==> src/tbc_pkg.sv <==
`timescale 1ns / 1ps

package tbc_pkg;

    localparam int DEF_MAX_WIDTH = 2048;
    localparam int DEF_MAX_HEIGHT = 4096;

    localparam int WIDTH_REG_BITS = 12;
    localparam int HEIGHT_REG_BITS = 13;
    localparam int CFG_DATA_BITS = 13;
    localparam int CFG_INDEX_BITS = 1;

    localparam logic [CFG_INDEX_BITS-1:0] REG_FRAME_WIDTH = 1'd0;
    localparam logic [CFG_INDEX_BITS-1:0] REG_FRAME_HEIGHT = 1'd1;

    localparam int RST_FRAME_WIDTH = 128;
    localparam int RST_FRAME_HEIGHT = 48;

    localparam int PIX_BITS = 8;
    localparam int VSUM_BITS = 10;
    localparam int SUM_BITS = 12;
    localparam int NUM_RES = 4;

    typedef logic [PIX_BITS-1:0] pix_t;
    typedef logic [VSUM_BITS-1:0] vsum_t;
    typedef logic [SUM_BITS-1:0] sum_t;

    typedef struct packed {
        pix_t older;
        pix_t prev;
        pix_t cur;
    } column_t;

    typedef struct packed {
        logic y_ge1;
        logic y_ge2;
        logic last_row;
        logic x_ge1;
        logic x_ge2;
        logic x_last;
    } pos_t;

    function automatic int eff_dim(input int value, input int maxv);
        int result;
        if (value == 0)
        begin
            result = 1;
        end
        else if (value > maxv)
        begin
            result = maxv;
        end
        else
        begin
            result = value;
        end
        return result;
    endfunction

    // Vertical weights 1 2 1 for a result on the row above the current one.
    function automatic vsum_t vert_mid(input column_t t, input logic y_ge2);
        pix_t top;
        top = y_ge2 ? t.older : t.prev;
        return vsum_t'(top) + (vsum_t'(t.prev) << 1) + vsum_t'(t.cur);
    endfunction

    // Vertical weights for a result on the last row, bottom row replicated.
    function automatic vsum_t vert_last(input column_t t, input logic y_ge1);
        pix_t top;
        top = y_ge1 ? t.prev : t.cur;
        return vsum_t'(top) + (vsum_t'(t.cur) << 1) + vsum_t'(t.cur);
    endfunction

    function automatic sum_t horiz_mid(input vsum_t l, input vsum_t m, input vsum_t r);
        return sum_t'(l) + (sum_t'(m) << 1) + sum_t'(r);
    endfunction

    function automatic sum_t horiz_edge(input vsum_t l, input vsum_t c);
        return sum_t'(l) + (sum_t'(c) << 1) + sum_t'(c);
    endfunction

endpackage

==> src/tbc_filter.sv <==
`timescale 1ns / 1ps

module tbc_filter #(
    parameter int MAX_WIDTH = 2048,
    parameter int MAX_HEIGHT = 4096,
    localparam int XW = $clog2(MAX_WIDTH),
    localparam int YW = $clog2(MAX_HEIGHT)
) (
    input  logic                                           clk,
    input  logic                                           rst_n,
    input  logic                                           advance,
    input  tbc_pkg::column_t                               col,
    input  logic [XW-1:0]                                  x,
    input  logic [YW-1:0]                                  y,
    input  tbc_pkg::pos_t                                  pos,
    output logic [tbc_pkg::NUM_RES-1:0]                    res_mask,
    output tbc_pkg::sum_t [tbc_pkg::NUM_RES-1:0]           res_val,
    output logic [tbc_pkg::NUM_RES-1:0][XW-1:0]            res_col,
    output logic [tbc_pkg::NUM_RES-1:0][YW-1:0]            res_row
);

    import tbc_pkg::*;

    column_t win0_reg, win0_next;
    column_t win1_reg, win1_next;
    vsum_t   vc_mid, vm1_mid, vm2_mid;
    vsum_t   vc_last, vm1_last, vm2_last;

    always_comb
    begin
        vc_mid = vert_mid(col, pos.y_ge2);
        vm1_mid = vert_mid(win0_reg, pos.y_ge2);
        vm2_mid = pos.x_ge2 ? vert_mid(win1_reg, pos.y_ge2) : vm1_mid;
        vc_last = vert_last(col, pos.y_ge1);
        vm1_last = vert_last(win0_reg, pos.y_ge1);
        vm2_last = pos.x_ge2 ? vert_last(win1_reg, pos.y_ge1) : vm1_last;
    end

    always_comb
    begin
        res_mask[0] = pos.y_ge1 && pos.x_ge1;
        res_val[0] = horiz_mid(vm2_mid, vm1_mid, vc_mid);
        res_col[0] = x - XW'(1);
        res_row[0] = y - YW'(1);

        res_mask[1] = pos.y_ge1 && pos.x_last;
        res_val[1] = horiz_edge(pos.x_ge1 ? vm1_mid : vc_mid, vc_mid);
        res_col[1] = x;
        res_row[1] = y - YW'(1);

        res_mask[2] = pos.last_row && pos.x_ge1;
        res_val[2] = horiz_mid(vm2_last, vm1_last, vc_last);
        res_col[2] = x - XW'(1);
        res_row[2] = y;

        res_mask[3] = pos.last_row && pos.x_last;
        res_val[3] = horiz_edge(pos.x_ge1 ? vm1_last : vc_last, vc_last);
        res_col[3] = x;
        res_row[3] = y;
    end

    always_comb
    begin
        win0_next = win0_reg;
        win1_next = win1_reg;
        if (advance)
        begin
            win1_next = win0_reg;
            win0_next = col;
        end
    end

    always_ff @(posedge clk or negedge rst_n)
    begin
        if (!rst_n)
        begin
            win0_reg <= '0;
            win1_reg <= '0;
        end
        else
        begin
            win0_reg <= win0_next;
            win1_reg <= win1_next;
        end
    end

endmodule

==> config.mk <==
export PLATFORM = sky130hd
export DESIGN_NAME = tbc_filter
export DESIGN_NICKNAME = d
export VERILOG_FILES = /design/src/tbc_pkg.sv /design/src/tbc_filter.sv
export SDC_FILE = /design/constraint.sdc
export NUM_CORES = 1
export LEC_CHECK = 0
export BUFFER_PORTS_ARGS = -buffer_cell sky130_fd_sc_hd__buf_2
export CORE_MARGIN = 3
export CORE_UTILIZATION = 55
export DETAILED_ROUTE_END_ITERATION = 7
export PLACE_DENSITY = 0.81
export SLEW_MARGIN = 20
export SYNTH_ARGS = -nofsm -noshare
export SYNTH_HDL_FRONTEND = slang
export SYNTH_SLANG_ARGS = --single-unit
==> constraint.sdc <==
create_clock -name clk -period 13.1 [get_ports clk]
set_input_delay 2.62 -clock clk [delete_from_list [all_inputs] [get_ports clk]]
set_output_delay 2.62 -clock clk [all_outputs]
set_load 0.1 [all_outputs]
==> impl_metrics.ini <==
[status]
status = finished clean

[min_path]
hold_start = win1_reg[23]
hold_end = win1_reg[23]
min_path_type = flop to flop
hold_path_depth = 1

[synth]
yosysMostFrequentCell = ha_1
yosys.area.top_type_share_pct = 16.1
synth_compound_area_share_pct = 15.2
syn_nets = 1256
synth.distinct_cells = 59
synth_edf_count = 0
synth_async_sr_flop_share_pct = 100
yosysWarningCount = 0
synth_largest_area_cell = fa_1
syn_inst = 1012
ys_top_cells_by_count = ha_1 (113), inv_1 (104), mux2_2 (90), fa_1 (75), buf_4 (69)
synth-seq-area-share_pct = 12.9
synth_adder_area_share_pct = 31.3
avgSynthCellArea_um2 = 9.19
yosys_most_used_dff = dfrtp_1
synth_area_leaders = fa_1 (16%), ha_1 (15%), dfrtp_1 (13%), mux2_2 (11%), buf_4 (5.6%)
syn-cell-area_um2 = 9300
synthSimpleGateAreaFrac_pct = 8.85
ys_ff_latch = 48
synth_top_family_by_area = adder cells
synth_xor_xnor_area_share_pct = 8.17
muxShareOfSynthArea_pct = 12.9

[drt]
route.vias.total = 7438
drc = 0
drtIter0Drc = 368
wl_per_cell_um = 16.0
drt_wl_total_um = 21600
viasPerCell = 5.51
ant_nets = 0
first_pass_iters = 4

[global_routing]
track_usage_pct = 23.3
grt_pass1_wl_um = 35600
grt_max_degree = 55
grt_pass1_vias = 7377
antenna_found_initial = 3
grt_overflow_total = 0

[cells_and_area]
syn_to_final_growth_pct = 9.34
nets = 1375
drive_above_1_share_pct = 27.7

[setup_path]
required_ps = 10480
cp_slowest_cell = fa_1
crit_chain = buf_2 > mux2_2 > fa_1 > inv_1 > fa_1 > nand2b_1 > a21oi_1 > a211oi_2 > o21ai_0 > inv_1 > fa_1 > inv_1 > ha_1 > a21oi_1 > o21ai_0 > o31ai_1 > xnor2_1 > buf_2
r2r-start = win0_reg[4]
path_max_fanout = 27
path_class = primary input to output port
reg2reg_to = win0_reg[4]
worst-path-buf-inv = 5
crit_path_end_kind = output port
ff2ff_setup_slack_ps = 12170
cp_data_arrival_time_ps = 7740
worst_setup_path_start_kind = primary input
worstRegToRegCells = 1
slowest_delay_ps = 560
crit_family = adder cells

[sta]
clock.fmax_mhz = 96.6
worst_pin_slew_ps = 737
hold_viol_final = 0
grt_setup_unrepaired = false
finClkSkew_ps = 6.51
fin_crit_sh_pct = 79.1
setup_viol = 0
maxSlewHeadroom_pct = 50.5
tns_ps = 0
period_needed_ps = 10360
drv_slew = 0

[clock_network]
cts.repair.resized = 0
cts_tree = built
cts_sinks = 48
clock_latency_ps = 290
post_cts_buffers = 0
cts-hold-fix-buffers = 0
htree_levels = 2
root_buffer = clkbuf_16
clkTransAtPathRegs_ps = 60
cts_made_buffers = 5
clockBufferDepth = 2

[place]
port-buffer-count = 199
gp_congestion = 0.859
dp_hpwl_um = 17800

[die]
fp.dieH_um = 136
core_um2 = 16200
fp.dieArea_um2 = 18500
fp.dieW_um = 136
start_util_pct = 57.3
pin_count = 200
num_rows = 46

[job]
cap_violations = 0
layout make-up:
class | instances | area [um2]
multi-input cells | 772 | 7120
clock buffers | 7 | 153
clock inverters | 1 | 30.0
repair buffers | 199 | 1000
flip-flops and latches | 48 | 1200
well taps | 216 | 270
fillers | 1370 | 6060
diodes | 1 | 2.50
inverters | 105 | 394
through the flow:
step / instances / worst slack, ps / area, um2 / util [%] / hold slack [ps]
3_5_place_dp: 1340 / 2770 / 9980 / 61.5 / 492
4_1_cts: 1348 / 2760 / 10200 / 62.6 / 507
2_1_floorplan: 1012 / 1890 / 9300 / - / 472
3_3_place_gp: 1340 / 2890 / 9980 / 61.5 / 484
5_1_grt: 1349 / 2310 / 10200 / 62.7 / 531
6_report: 1349 / 2740 / 10200 / 62.7 / 506
cell families (layout without fill, tap and decap cells):
family,Yosys count,in the layout
AO/OA/AOI/OAI,214,214
flip-flops,48,48
AND/OR/NAND/NOR,176,176
XOR/XNOR,85,85
buffers and inverters,192,312
other,0,1
multiplexers,109,109
adder cells (fa/ha/maj),188,188
how the worst max path moves through the flow:
stage                     depth (start not counted)  startpoint     endpoint
after CTS                                        18      pos[4]  res_val[10]
after floorplan                                  17      pos[5]  res_val[47]
after global routing                             20      pos[4]  res_val[10]
final                                            18      pos[4]  res_val[10]
after detailed placement                         18      pos[4]  res_val[10]
after global placement                           18      pos[4]  res_val[22]
per-layer routing:
metal | track usage, % | up-vias | share of wire, %
met5 | 0 | - | 0.17
met4 | 7.11 | 4 | 1.8
met3 | 2.07 | 28 | 3.9
met2 | 40.8 | 159 | 51
met1 | 30.6 | 3578 | 43
li1 | - | 3669 | -
layout by cell type (no fill, tap or decap), types with 4 or more instances in the layout:
cell type and instances:
buf_2 197, ha_1 113, inv_1 104, mux2_2 90
fa_1 75, o21ai_0 63, xnor2_1 58, nor2_1 57
nand2_1 52, dfrtp_1 48, a21oi_1 42, a21o_1 27
xor2_1 25, mux2i_1 19, nor3_1 17, a211oi_1 16
nor2b_1 16, o21a_1 10, nand2b_1 8, o41ai_1 8
o31ai_1 6, and2_1 5, nand4_1 5, clkbuf_16 5
a21o_2 4, o211ai_1 4, a41o_1 4
Power is not shown: default switching activity piles up to over one toggle a cycle in this logic, so the estimate is an artifact.
