`src/tbc_pkg.sv`:
```
`timescale 1ns / 1ps

package tbc_pkg;

    localparam int DEF_MAX_WIDTH = 2048;
    localparam int DEF_MAX_HEIGHT = 4096;

    localparam int WIDTH_REG_BITS = 12;
    localparam int HEIGHT_REG_BITS = 13;
    localparam int CFG_DATA_BITS = 13;
    localparam int CFG_INDEX_BITS = 1;

    localparam logic [CFG_INDEX_BITS-1:0] REG_FRAME_WIDTH = 1'd0;
    localparam logic [CFG_INDEX_BITS-1:0] REG_FRAME_HEIGHT = 1'd1;

    localparam int RST_FRAME_WIDTH = 128;
    localparam int RST_FRAME_HEIGHT = 48;

    localparam int PIX_BITS = 8;
    localparam int VSUM_BITS = 10;
    localparam int SUM_BITS = 12;
    localparam int NUM_RES = 4;

    typedef logic [PIX_BITS-1:0] pix_t;
    typedef logic [VSUM_BITS-1:0] vsum_t;
    typedef logic [SUM_BITS-1:0] sum_t;

    typedef struct packed {
        pix_t older;
        pix_t prev;
        pix_t cur;
    } column_t;

    typedef struct packed {
        logic y_ge1;
        logic y_ge2;
        logic last_row;
        logic x_ge1;
        logic x_ge2;
        logic x_last;
    } pos_t;

    function automatic int eff_dim(input int value, input int maxv);
        int result;
        if (value == 0)
        begin
            result = 1;
        end
        else if (value > maxv)
        begin
            result = maxv;
        end
        else
        begin
            result = value;
        end
        return result;
    endfunction

    // Vertical weights 1 2 1 for a result on the row above the current one.
    function automatic vsum_t vert_mid(input column_t t, input logic y_ge2);
        pix_t top;
        top = y_ge2 ? t.older : t.prev;
        return vsum_t'(top) + (vsum_t'(t.prev) << 1) + vsum_t'(t.cur);
    endfunction

    // Vertical weights for a result on the last row, bottom row replicated.
    function automatic vsum_t vert_last(input column_t t, input logic y_ge1);
        pix_t top;
        top = y_ge1 ? t.prev : t.cur;
        return vsum_t'(top) + (vsum_t'(t.cur) << 1) + vsum_t'(t.cur);
    endfunction

    function automatic sum_t horiz_mid(input vsum_t l, input vsum_t m, input vsum_t r);
        return sum_t'(l) + (sum_t'(m) << 1) + sum_t'(r);
    endfunction

    function automatic sum_t horiz_edge(input vsum_t l, input vsum_t c);
        return sum_t'(l) + (sum_t'(c) << 1) + sum_t'(c);
    endfunction

endpackage

```
`src/tbc_outq.sv`:
```
`timescale 1ns / 1ps

module tbc_outq #(
    parameter int MAX_WIDTH = 2048,
    parameter int MAX_HEIGHT = 4096,
    localparam int XW = $clog2(MAX_WIDTH),
    localparam int YW = $clog2(MAX_HEIGHT)
) (
    input  logic                                           clk,
    input  logic                                           rst_n,
    input  logic                                           load,
    input  logic [tbc_pkg::NUM_RES-1:0]                    res_mask,
    input  tbc_pkg::sum_t [tbc_pkg::NUM_RES-1:0]           res_val,
    input  logic [tbc_pkg::NUM_RES-1:0][XW-1:0]            res_col,
    input  logic [tbc_pkg::NUM_RES-1:0][YW-1:0]            res_row,
    output logic                                           grp_free,
    output logic                                           out_valid,
    input  logic                                           out_ready,
    output tbc_pkg::sum_t                                  blurred,
    output logic [XW-1:0]                                  out_col,
    output logic [YW-1:0]                                  out_row,
    output logic                                           run_last
);

    import tbc_pkg::*;

    logic [NUM_RES-1:0]          mask_reg, mask_next;
    sum_t [NUM_RES-1:0]          val_reg;
    logic [NUM_RES-1:0][XW-1:0]  col_reg;
    logic [NUM_RES-1:0][YW-1:0]  row_reg;
    logic [NUM_RES-1:0]          rest;
    logic [$clog2(NUM_RES)-1:0]  sel;
    logic                        take;

    assign rest = mask_reg & (mask_reg - NUM_RES'(1));
    assign out_valid = (mask_reg != '0);
    assign run_last = (rest == '0);
    assign take = out_valid && out_ready;
    assign grp_free = !out_valid || (take && run_last);

    always_comb
    begin
        sel = '0;
        for (int i = NUM_RES - 1; i >= 0; i--)
        begin
            if (mask_reg[i])
            begin
                sel = ($clog2(NUM_RES))'(i);
            end
        end
    end

    assign blurred = val_reg[sel];
    assign out_col = col_reg[sel];
    assign out_row = row_reg[sel];

    always_comb
    begin
        mask_next = mask_reg;
        priority if (load)
        begin
            mask_next = res_mask;
        end
        else if (take)
        begin
            mask_next = rest;
        end
        else
        begin
            mask_next = mask_reg;
        end
    end

    always_ff @(posedge clk or negedge rst_n)
    begin
        if (!rst_n)
        begin
            mask_reg <= '0;
        end
        else
        begin
            mask_reg <= mask_next;
        end
    end

    always_ff @(posedge clk)
    begin
        if (load)
        begin
            val_reg <= res_val;
            col_reg <= res_col;
            row_reg <= res_row;
        end
    end

endmodule

```
`config.mk`:
```
export PLATFORM = sky130hd
export DESIGN_NAME = tbc_outq
export DESIGN_NICKNAME = d
export VERILOG_FILES = /design/src/tbc_pkg.sv /design/src/tbc_outq.sv
export SDC_FILE = /design/constraint.sdc
export NUM_CORES = 1
export LEC_CHECK = 0
export BUFFER_PORTS_ARGS = -buffer_cell sky130_fd_sc_hd__clkbuf_2
export CORE_UTILIZATION = 46
export DETAILED_ROUTE_END_ITERATION = 10
export PLACE_DENSITY = 0.84
export SYNTH_ARGS = -nofsm -noshare
export SYNTH_HDL_FRONTEND = slang
export SYNTH_SLANG_ARGS = --single-unit
```
`constraint.sdc`:
```
create_clock -name clk -period 1.5 [get_ports clk]
set_clock_uncertainty 0.2 [all_clocks]
set_input_delay 0.075 -clock clk [delete_from_list [all_inputs] [get_ports clk]]
set_output_delay 0.075 -clock clk [all_outputs]
set_load 0.05 [all_outputs]
```
==> flow_metrics.tcl <==
set metrics [dict create \
    start_kind "register" \
    p_clk_share_pct 36.6 \
    place_ws_ns -0.413 \
    async_flop_share_pct 2.78 \
    period_share_pct 150 \
    p_per_area_mw_per_mm2 1240 \
    syn_area_mm2 0.00572 \
    dpl.hpwl_um 9400 \
    dp_cells 730 \
    period_needed_ns 2.25 \
    gr-usage-all-layers_pct 31.3 \
    power_w 0.0126 \
    ant_nets 0 \
    syn-instance-count 369 \
    root_buffer "clkbuf_16" \
    p_sw_share_pct 26.4 \
    end_kind "primary output" \
    nets 883 \
    dr_total_vias 4765 \
    clkTransAtPathRegs_ns 0.06 \
    max_slew_margin_pct 55.8 \
    synthesis.nets 517 \
    min_from "load" \
    worst_path_largest_cell_delay_ns 0.43 \
    report.final.setup_viol 40 \
    fin_ws_ns -0.745 \
    p_leak_nw 4.06 \
    path_max_fanout 11 \
    start_util_pct 47.5 \
    cts_sinks 144 \
    yosysTopAreaCell "edfxtp_1" \
    drive_gt1_share_pct 41.3 \
    stdcell_area_mm2 0.0101 \
    seqPwrFrac_pct 39.0 \
    gp_congestion 0.781 \
    path_cells "or3b_4 > buf_6 > or2_4 > o221a_4 > clkbuf_8" \
    status "finished, violations left" \
    post-route-util_pct 84.1 \
    io_pins 186 \
    finalNonFillerCells 918 \
    drt-vias-per-instance 5.19 \
    synth_edf_count 140 \
    first_pass_iters 4 \
    rsz0062_at_grt "yes" \
    violations "negative setup slack" \
    fp.dieArea_mm2 0.0129 \
    syn_to_final_growth_pct 77.3 \
    fmax_mhz 445 \
    ys_seq_area_share_pct 75.2 \
    p_sw_w 0.00332 \
    antenna_found_initial 2 \
    drc 0 \
    p_int_w 0.00924 \
    synthDistinctLibCells 25 \
    yosys_warnings 0 \
    drtIter0Drc 329 \
    synth_commonest_cells "140 x edfxtp_1, 36 x nor2_1, 36 x nor2b_1" \
    routed_wl_um 19300 \
    insertion_delay_ns 0.42 \
    synth_top_area_share_pct 73.4 \
    maxCapViolCount 0 \
    grt_pass1_vias 5325 \
    synth_flop_cell "edfxtp_1" \
    dpl_cell_area_mm2 0.00756 \
    syn_area_per_cell_um2 15.5 \
    yosys_register_bits 144 \
    crit_required_ns 1.22 \
    design.core.area_mm2 0.0121 \
    grt_overflow 0 \
    rr_startpoint "mask_reg[1]" \
    grt_max_degree 36 \
    cts_buffers 17 \
    num_rows 40 \
    synth_top_cells_by_area "edfxtp_1 73%, o221a_2 6.9%, nor2b_1 3.9%" \
    slew_viol_final 0 \
    critPathLaunch "mask_reg[1]" \
    htreeDepth 4 \
    hold_viol 0 \
    crit_type "reg2out" \
    cts_tree "built" \
    worst_ep_arrival_time_ns 1.97 \
    vdd_drop_max_mv 1.02 \
    clk_path_buf_depth 2 \
    tightest_slew_ns 0.663 \
    fp.dieH_um 114 \
    crit_path_top_delay_cell "dfrtp_2" \
    yosysMostFrequentCell "edfxtp_1" \
    pwr-share-comb_pct 24.4 \
    min_path_type "in2reg" \
    grt_pass1_wl_um 29000 \
    fp.dieW_um 114 \
    io_buffers 185 \
    avgRoutedWirePerCell_um 21.0 \
]
[cell usage in the layout (no fill, tap or decap), types with 5 or more instances in the layout]
cell type and instances:
nor2_1 34, clkbuf_2 147, clkbuf_8 8, bufinv_16 5, buf_8 21, buf_4 17
buf_12 19, edfxtp_1 140, clkbuf_16 18, o221a_4 33, nand2_1 5, or2_1 16
or2_4 5, buf_6 7, a21oi_1 30, dlygate4sd3_1 150, nor2b_1 34, or2_0 15
a21oi_2 5
[metal layers]
layer / share of wire, % / wire [um] / vias to the layer above / track usage (%)
met5: 0 / 0 / - / 0
met4: 4.1 / 788 / 0 / 16.1
met3: 6.1 / 1170 / 66 / 7.55
met2: 55 / 10600 / 252 / 58.2
met1: 35 / 6810 / 2306 / 32.9
li1: - / - / 2141 / -
[final cells by class]
type,instances,area [um2]
multi-input cells,199,1660
inverters,1,3.75
repair buffers,372,3320
flip-flops and latches,144,4310
diodes,2,5.00
clock inverters,15,218
fillers,566,1910
clock buffers,17,425
well taps,168,210
[timing repair]
item / CTS / global route
gates cloned: 1 / 0
hold buffers: 152 / 0
endpoints found under the hold margin: 179 / 0
resized for setup: 72 / 53
setup endpoints to repair: 40 / 147
buffers inserted: 1 / 0
pin swaps: 5 / 2
[final timing paths]
check / cells past startpoint / slack, ns / endpoint
setup / recovery: 5 / -0.75 / out_row[7]
min in group asynchronous: 3 / 0.42 / mask_reg[2]
setup reg to reg: 5 / -0.17 / mask_reg[3]
hold / removal: 2 / 0.17 / val_reg[4]
max in group asynchronous: 3 / 0.47 / mask_reg[0]
hold reg to reg: 3 / 0.54 / mask_reg[3]
[stage by stage]
step	hold WS [ns]	setup TNS [ns]
after floorplan	-0.421	-8.04
after global placement	-0.316	-12.75
after detailed placement	-0.309	-13.74
after CTS	0.148	-30.04
after global routing	0.162	-28.63
final	0.171	-26.62
[power by group through the flow]
stage / clock network [W] / logic (W) / registers, W
global route: 0.00481 / 0.00318 / 0.00492
global placement: 0 / 0.00223 / 0.00494
floorplan: 0 / 0.00143 / 0.00493
CTS: 0.00459 / 0.00288 / 0.00488
detailed placement: 0 / 0.00227 / 0.00496
finish: 0.00460 / 0.00306 / 0.00490
[kinds of logic (layout without fill, tap and decap cells)]
group                      after synthesis  in the layout  share of synthesized area, %
adders and majority gates                2              2                         0.350
other                                    0              2                             0
buffers and inverters                   26            405                          2.38
AOI/OAI and AO/OA                       79             79                          10.9
DFF                                    144            144                          75.2
and+or+nand+nor                        118            118                          11.2
[critical path: cells and delay by family, from the launching register on]
family	cells	cell delay, ns
AOI/OAI and AO/OA	1	0.12
and+or+nand+nor	2	0.66
buffers and inverters	2	0.33
DFF	1	0.43
No activity file was read; power rests on OpenSTA's default activity.
