$ cat config.mk
export PLATFORM = sky130hd
export DESIGN_NAME = tbc_front
export DESIGN_NICKNAME = d
export VERILOG_FILES = /design/src/tbc_pkg.sv /design/src/tbc_front.sv
export SDC_FILE = /design/constraint.sdc
export NUM_CORES = 1
export LEC_CHECK = 0
export BUFFER_PORTS_ARGS = -buffer_cell sky130_fd_sc_hd__buf_4
export CAP_MARGIN = 10
export CORE_AREA = 2 2 82 123
export CTS_CLUSTER_SIZE = 16
export DETAILED_ROUTE_END_ITERATION = 12
export DIE_AREA = 0 0 84 125
export PLACE_DENSITY_LB_ADDON = 0.3
export SLEW_MARGIN = 20
export SYNTH_ARGS = -nofsm -noshare
export SYNTH_HDL_FRONTEND = slang
export SYNTH_SLANG_ARGS = --single-unit
$ cat constraint.sdc
create_clock -name clk -period 6.2 [get_ports clk]
set_input_delay 0.31 -clock clk [delete_from_list [all_inputs] [get_ports clk]]
set_output_delay 0.31 -clock clk [all_outputs]
set_load 0.03 [all_outputs]
$ cat src/tbc_pkg.sv
`timescale 1ns / 1ps

package tbc_pkg;

    localparam int DEF_MAX_WIDTH = 2048;
    localparam int DEF_MAX_HEIGHT = 4096;

    localparam int WIDTH_REG_BITS = 12;
    localparam int HEIGHT_REG_BITS = 13;
    localparam int CFG_DATA_BITS = 13;
    localparam int CFG_INDEX_BITS = 1;

    localparam logic [CFG_INDEX_BITS-1:0] REG_FRAME_WIDTH = 1'd0;
    localparam logic [CFG_INDEX_BITS-1:0] REG_FRAME_HEIGHT = 1'd1;

    localparam int RST_FRAME_WIDTH = 128;
    localparam int RST_FRAME_HEIGHT = 48;

    localparam int PIX_BITS = 8;
    localparam int VSUM_BITS = 10;
    localparam int SUM_BITS = 12;
    localparam int NUM_RES = 4;

    typedef logic [PIX_BITS-1:0] pix_t;
    typedef logic [VSUM_BITS-1:0] vsum_t;
    typedef logic [SUM_BITS-1:0] sum_t;

    typedef struct packed {
        pix_t older;
        pix_t prev;
        pix_t cur;
    } column_t;

    typedef struct packed {
        logic y_ge1;
        logic y_ge2;
        logic last_row;
        logic x_ge1;
        logic x_ge2;
        logic x_last;
    } pos_t;

    function automatic int eff_dim(input int value, input int maxv);
        int result;
        if (value == 0)
        begin
            result = 1;
        end
        else if (value > maxv)
        begin
            result = maxv;
        end
        else
        begin
            result = value;
        end
        return result;
    endfunction

    // Vertical weights 1 2 1 for a result on the row above the current one.
    function automatic vsum_t vert_mid(input column_t t, input logic y_ge2);
        pix_t top;
        top = y_ge2 ? t.older : t.prev;
        return vsum_t'(top) + (vsum_t'(t.prev) << 1) + vsum_t'(t.cur);
    endfunction

    // Vertical weights for a result on the last row, bottom row replicated.
    function automatic vsum_t vert_last(input column_t t, input logic y_ge1);
        pix_t top;
        top = y_ge1 ? t.prev : t.cur;
        return vsum_t'(top) + (vsum_t'(t.cur) << 1) + vsum_t'(t.cur);
    endfunction

    function automatic sum_t horiz_mid(input vsum_t l, input vsum_t m, input vsum_t r);
        return sum_t'(l) + (sum_t'(m) << 1) + sum_t'(r);
    endfunction

    function automatic sum_t horiz_edge(input vsum_t l, input vsum_t c);
        return sum_t'(l) + (sum_t'(c) << 1) + sum_t'(c);
    endfunction

endpackage

$ cat src/tbc_front.sv
`timescale 1ns / 1ps

module tbc_front #(
    parameter int MAX_WIDTH = 2048,
    parameter int MAX_HEIGHT = 4096,
    localparam int XW = $clog2(MAX_WIDTH),
    localparam int YW = $clog2(MAX_HEIGHT)
) (
    input  logic                                clk,
    input  logic                                rst_n,
    input  logic                                cfg_write,
    input  logic [tbc_pkg::CFG_INDEX_BITS-1:0]  cfg_index,
    input  logic [tbc_pkg::CFG_DATA_BITS-1:0]   cfg_data,
    input  logic                                in_valid,
    output logic                                in_ready,
    input  tbc_pkg::pix_t                       pixel,
    input  logic                                advance,
    output logic                                ram_re,
    output logic [XW-1:0]                       ram_raddr,
    input  logic [2*tbc_pkg::PIX_BITS-1:0]      ram_rdata,
    output logic                                ram_we,
    output logic [XW-1:0]                       ram_waddr,
    output logic [2*tbc_pkg::PIX_BITS-1:0]      ram_wdata,
    output logic                                s1_valid,
    output tbc_pkg::column_t                    s1_col,
    output logic [XW-1:0]                       s1_x,
    output logic [YW-1:0]                       s1_y,
    output tbc_pkg::pos_t                       s1_pos
);

    import tbc_pkg::*;

    localparam logic [XW-1:0] LAST_COL_RST = XW'(eff_dim(RST_FRAME_WIDTH, MAX_WIDTH) - 1);
    localparam logic [YW-1:0] LAST_ROW_RST = YW'(eff_dim(RST_FRAME_HEIGHT, MAX_HEIGHT) - 1);

    logic [XW-1:0] last_col_reg, last_col_next;
    logic [YW-1:0] last_row_reg, last_row_next;
    logic [XW-1:0] col_reg, col_next;
    logic [YW-1:0] row_reg, row_next;
    logic          s1_valid_reg, s1_valid_next;
    logic          fwd_reg, fwd_next;
    logic [2*PIX_BITS-1:0] fwd_data_reg;
    pix_t          s1_pix_reg;
    logic [XW-1:0] s1_x_reg;
    logic [YW-1:0] s1_y_reg;
    pos_t          s1_pos_reg;
    pos_t          pos_now;
    logic          accept;
    logic [2*PIX_BITS-1:0] taps;

    assign in_ready = !s1_valid_reg || advance;
    assign accept = in_valid && in_ready;

    always_comb
    begin
        pos_now.y_ge1 = (row_reg != '0);
        pos_now.y_ge2 = (row_reg[YW-1:1] != '0);
        pos_now.last_row = (row_reg == last_row_reg);
        pos_now.x_ge1 = (col_reg != '0);
        pos_now.x_ge2 = (col_reg[XW-1:1] != '0);
        pos_now.x_last = (col_reg == last_col_reg);
    end

    always_comb
    begin
        last_col_next = last_col_reg;
        last_row_next = last_row_reg;
        col_next = col_reg;
        row_next = row_reg;
        priority if (cfg_write)
        begin
            unique case (cfg_index)
                REG_FRAME_WIDTH:
                begin
                    last_col_next = XW'(eff_dim(int'(cfg_data[WIDTH_REG_BITS-1:0]),
                                                MAX_WIDTH) - 1);
                end
                REG_FRAME_HEIGHT:
                begin
                    last_row_next = YW'(eff_dim(int'(cfg_data[HEIGHT_REG_BITS-1:0]),
                                                MAX_HEIGHT) - 1);
                end
            endcase
            col_next = '0;
            row_next = '0;
        end
        else if (accept)
        begin
            if (pos_now.x_last)
            begin
                col_next = '0;
                row_next = pos_now.last_row ? '0 : row_reg + YW'(1);
            end
            else
            begin
                col_next = col_reg + XW'(1);
            end
        end
        else
        begin
            col_next = col_reg;
            row_next = row_reg;
        end
    end

    assign taps = fwd_reg ? fwd_data_reg : ram_rdata;

    assign ram_re = accept;
    assign ram_raddr = col_reg;
    assign ram_we = advance;
    assign ram_waddr = s1_x_reg;
    assign ram_wdata = {taps[PIX_BITS-1:0], s1_pix_reg};

    always_comb
    begin
        s1_valid_next = s1_valid_reg;
        fwd_next = fwd_reg;
        if (accept)
        begin
            s1_valid_next = 1'b1;
            fwd_next = advance && (s1_x_reg == col_reg);
        end
        else if (advance)
        begin
            s1_valid_next = 1'b0;
        end
    end

    always_ff @(posedge clk or negedge rst_n)
    begin
        if (!rst_n)
        begin
            last_col_reg <= LAST_COL_RST;
            last_row_reg <= LAST_ROW_RST;
            col_reg <= '0;
            row_reg <= '0;
            s1_valid_reg <= 1'b0;
            fwd_reg <= 1'b0;
        end
        else
        begin
            last_col_reg <= last_col_next;
            last_row_reg <= last_row_next;
            col_reg <= col_next;
            row_reg <= row_next;
            s1_valid_reg <= s1_valid_next;
            fwd_reg <= fwd_next;
        end
    end

    always_ff @(posedge clk)
    begin
        if (accept)
        begin
            s1_pix_reg <= pixel;
            s1_x_reg <= col_reg;
            s1_y_reg <= row_reg;
            s1_pos_reg <= pos_now;
            fwd_data_reg <= ram_wdata;
        end
    end

    assign s1_valid = s1_valid_reg;
    assign s1_col.older = taps[2*PIX_BITS-1:PIX_BITS];
    assign s1_col.prev = taps[PIX_BITS-1:0];
    assign s1_col.cur = s1_pix_reg;
    assign s1_x = s1_x_reg;
    assign s1_y = s1_y_reg;
    assign s1_pos = s1_pos_reg;

endmodule

==> impl_summary.log <==
[metrics] final slew viol count: 0
[metrics] CTS Hold Bufs: 1
[metrics] Slew @ Worst Pin: 1.07 ns
[metrics] maximum count of clock buffers along a single path: 2
[metrics] number of register bits inferred by synthesis: 101
[metrics] setup slack, reg-to-reg: 3.67 ns
[metrics] detailed-route wire length per cell: 17.8 um
[metrics] Starting Density: 0.551
[metrics] worst hold-check path type: in -> reg
[metrics] Core Box Area: 9520 um2
[metrics] number of standard cells after synthesis: 470
[metrics] share of power burned in combinational logic: 0.157
[metrics] arrival time at the worst endpoint: 2.80 ns
[metrics] PD cells: 253 nW/um2
[metrics] critical path, cell by cell: xnor2_1 > nand3_1 > nor3_1 > nor4b_2 > mux2_2
[metrics] headroom to the max-slew limit: 0.279
[metrics] Sink Count: 101
[metrics] reg-to-reg endpoint: row_reg[0]$_DFFE_PN0P_
[metrics] internal portion of total power: 1230 uW
[metrics] post-route clock period utilization: 0.408
[metrics] crit path time final: 2.53 ns
[metrics] Reg clk slew, reported paths: about 0.060 ns
[metrics] number of unique standard cell types used by synthesis: 54
[metrics] wire length of the first global-routing pass: 19,800 um
[metrics] post-placement cell area: around 6000 um2
[metrics] average instance area after synthesis: 11.2 um2
[metrics] DRT antenna net count: 0
[metrics] multiplexer fraction of the synthesized cell area: 0.0489
[metrics] Seq/Total Area, Yosys: 0.535
[metrics] number of nets in the finished design: 614
[metrics] Register-to-Register Path Depth: 5
[metrics] endpoints failing hold: 0
[metrics] launch instance of the worst min-delay path: pixel[3]
[metrics] I/O Pins: 138
[metrics] Crit path largest cell delay: 0.91 ns
[metrics] largest net degree at the start of global routing: 55
[metrics] number of DRC violations after detailed-routing iteration 0: around 210
[metrics] most common flop cell mapped by yosys: edfxtp_1
[metrics] Overall Global Routing Usage: 0.236
[metrics] critical path required time: between 6 and 7 ns
[metrics] maximum resistive drop on vdd: 0.191 mV
[metrics] # Max-Cap Violations: 0
[metrics] DRC: 0
[metrics] cell area after synthesis: 5250 um2
[metrics] post-detailed-route via-to-cell ratio: 5.75
[metrics] setup violation total in the final timing report: 0
[metrics] root buf cell: clkbuf_16
[metrics] final instance area: 6440 um2
[metrics] insertion delay to the later sink of the worst-skew pair: 0.33 ns
[metrics] number of antenna violations at the first check in global routing: 0
[metrics] die area: 10,500 um2
[metrics] part of the total power dissipated in sequential elements: 0.484
[metrics] Fmax: between 0.3 and 0.4 GHz
[metrics] deepest level of the CTS H-tree: 3
[metrics] pre-CTS setup slack: ~3.6 ns
[metrics] Fin Setup TNS: 0 ns
[metrics] Initial DRT Pass Iterations: 4
[metrics] Via Count: 3,937
[metrics] adder and majority gate portion of the synthesized area: 0.0143
[metrics] status: finished, final reports clean
[metrics] count of antenna diodes in the layout: 0
[metrics] Filler Cell Count: 708
[metrics] final weighted congestion in routability-driven placement: 0.939
[metrics] proportion of synthesized flip-flops having asynchronous set or reset: 0.475
[metrics] simple-gate share of the synthesized area: 0.157
[metrics] setup repair bufs after CTS: 0
[metrics] largest family of logic cells by synthesized area: simple AND/OR/NAND/NOR gates
[metrics] vias in the first global route: 3,914
[metrics] Die Width: around 84 um
[metrics] Port-buffer cells: 137
[metrics] Worst Slack Setup Final: 3.67 ns
[metrics] kind of end point of the critical path: register
[metrics] Row Count: 44
[metrics] post-synth net total: 519
[metrics] HPWL Detailed: 9150 um
[metrics] die span in y: 125 um
[metrics] number of buffers created by CTS: 9
[metrics] unrepaired setup endpoints after global routing: no
[metrics] area used by multi-input combinational logic: between 2000 and 2500 um2
[metrics] destination of the worst hold path: s1_pix_reg[3]$_DFFE_PP_
[metrics] total area of sequential cells: 2810 um2
[metrics] Resized cells post-CTS: 0
[metrics] Leakage: 0.00272 uW
[metrics] number of enable flip-flop cells after synthesis: 53
[metrics] Synth warnings: 0
[metrics] startpoint type of the worst setup path: register
[metrics] utilization after layout: 0.677
[metrics] switching power share of the total: 0.248
[metrics] net switching power figure: 404 uW
[metrics] GRT overflow: 0
[metrics] Final Skew: 0.00370 ns
[metrics] launch point of the worst reg-to-reg path: ram_raddr[1]$_DFFE_PN0P_
[metrics] synthesis-to-finish area growth: 22.8%
[metrics] Setup CP Type: reg -> reg
[metrics] Clock power frac: 0.359
[metrics] number of instances on the worst hold path: 1
[metrics] final WL: 12,200 um
[metrics] Max FO, Critical Path: 12
[metrics] clock tree from TritonCTS: built
[metrics] CP max-delay cell: nor4b_2
[metrics] compound-cell area share of the yosys netlist: 0.0939
[metrics] proportion of layout cells with a drive suffix above 1: 0.346
[metrics] xor/xnor share of the synthesized area: 0.0801
[metrics] max FFs per register: 16
==> critical path: cells and delay by family, from the launching register on <==
| family | cells | cell delay (ns) |
|---|---|---|
| and+or+nand+nor | 3 | 1.41 |
| DFF | 1 | 0.51 |
| muxes | 1 | 0.31 |
| xor gates and xnor gates | 1 | 0.24 |
==> cells in the final DEF, fill, tap and decap left out, drive strengths merged, types with 3 or more instances in the layout <==
| master | synthesis | layout |
|---|---|---|
| buf | 30 | 139 |
| edfxtp | 53 | 53 |
| xnor2 | 39 | 39 |
| dfrtp | 36 | 36 |
| nand2 | 32 | 32 |
| nor2 | 25 | 25 |
| o21ai | 25 | 25 |
| mux2 | 21 | 21 |
| a21oi | 16 | 16 |
| nor2b | 14 | 14 |
| inv | 13 | 13 |
| a22o | 12 | 12 |
| dfstp | 12 | 12 |
| nor4 | 12 | 12 |
| nand4 | 11 | 11 |
| clkbuf | 26 | 11 |
| nand3 | 10 | 10 |
| nor3 | 10 | 10 |
| and3 | 9 | 9 |
| xor2 | 9 | 9 |
| ha | 6 | 6 |
| o31ai | 5 | 5 |
| nand2b | 4 | 4 |
| o22ai | 4 | 4 |
| or4 | 4 | 4 |
| nor4b | 4 | 4 |
| or3 | 3 | 3 |
| nor3b | 3 | 3 |
| clkinv | 0 | 3 |
==> synthesized netlist by cell type, types with 2 or more instances <==
cell type,n,area (um2)
or4_4,3,33.8
o22ai_1,4,25.0
xor2_1,9,78.8
a21oi_1,16,80.1
o31ai_1,5,37.5
edfxtp_1,53,1590
dfstp_2,12,315
mux2_2,20,225
nor3_1,10,50.1
and3_1,9,56.3
nor2b_1,14,87.6
nor3b_1,3,22.5
xnor2_1,39,342
nand4b_1,2,17.5
nand3_1,10,50.1
buf_4,28,210
a22o_1,12,105
nand4_1,10,62.6
inv_1,12,45.0
nand2b_1,4,25.0
nor4b_1,3,26.3
dfrtp_1,36,901
or3_1,3,18.8
o41ai_1,2,17.5
ha_1,6,75.1
o21ai_1,17,85.1
a211oi_1,2,15.0
nand2_1,32,120
nor2_1,25,93.8
nor4_1,11,68.8
mux2i_1,2,20.0
o21a_1,2,15.0
o21ai_0,8,40.0
clkbuf_1,26,97.6
==> per-layer routing <==
metal | vias to the layer above | GRT usage | wire length (um)
met5 | - | 0 | 0
met4 | 0 | 0.0977 | 282
met3 | 16 | 0.0528 | 755
met2 | 183 | 0.422 | 6510
met1 | 1880 | 0.271 | 4610
li1 | 1858 | - | -
==> stage by stage <==
step	instances	power [uW]	hold WS (ns)
after floorplan	470	966	0.0144
after global placement	668	1050	0.350
after detailed placement	668	1060	0.363
after CTS	685	1650	0.135
after global routing	685	1700	0.131
final	685	1630	0.153
==> how the worst max path moves through the flow <==
stage | end | start | cells past startpoint
finish | row_reg[0]$_DFFE_PN0P_ | ram_raddr[1]$_DFFE_PN0P_ | 5
global route | row_reg[0]$_DFFE_PN0P_ | ram_raddr[5]$_DFFE_PN0P_ | 5
CTS | row_reg[0]$_DFFE_PN0P_ | ram_raddr[5]$_DFFE_PN0P_ | 5
detailed placement | last_row_reg[8]$_DFFE_PN0P_ | cfg_data[8] | 10
global placement | last_row_reg[8]$_DFFE_PN0P_ | cfg_data[8] | 10
floorplan | ram_raddr[1]$_DFFE_PN0P_ | s1_valid$_DFFE_PN0P_ | 6
==> layout make-up <==
type | count | area share
flip-flops and latches | 101 | 0.436
multi-input cells | 300 | 0.322
repair buffers | 140 | 0.163
clock buffers | 11 | 0.0377
well taps | 115 | 0.0223
clock inverters | 5 | 0.0115
inverters | 13 | 0.00757
==> cell families (layout without fill, tap and decap cells) <==
group	count (synthesis)	in the layout
AOI/OAI and AO/OA	76	76
xor gates and xnor gates	48	48
adders and majority gates	6	6
buffers and inverters	69	169
DFF	101	101
muxes	23	23
and+or+nand+nor	147	147
==> power groups by stage <==
stage               sequential [uW]  clock (uW)  combinational (uW)
floorplan                       820           0                 146
global placement                799           0                 251
detailed placement              802           0                 256
CTS                             789         598                 258
global route                    793         625                 277
finish                          788         585                 256
Note: power is estimated with default switching activity, not from simulation.
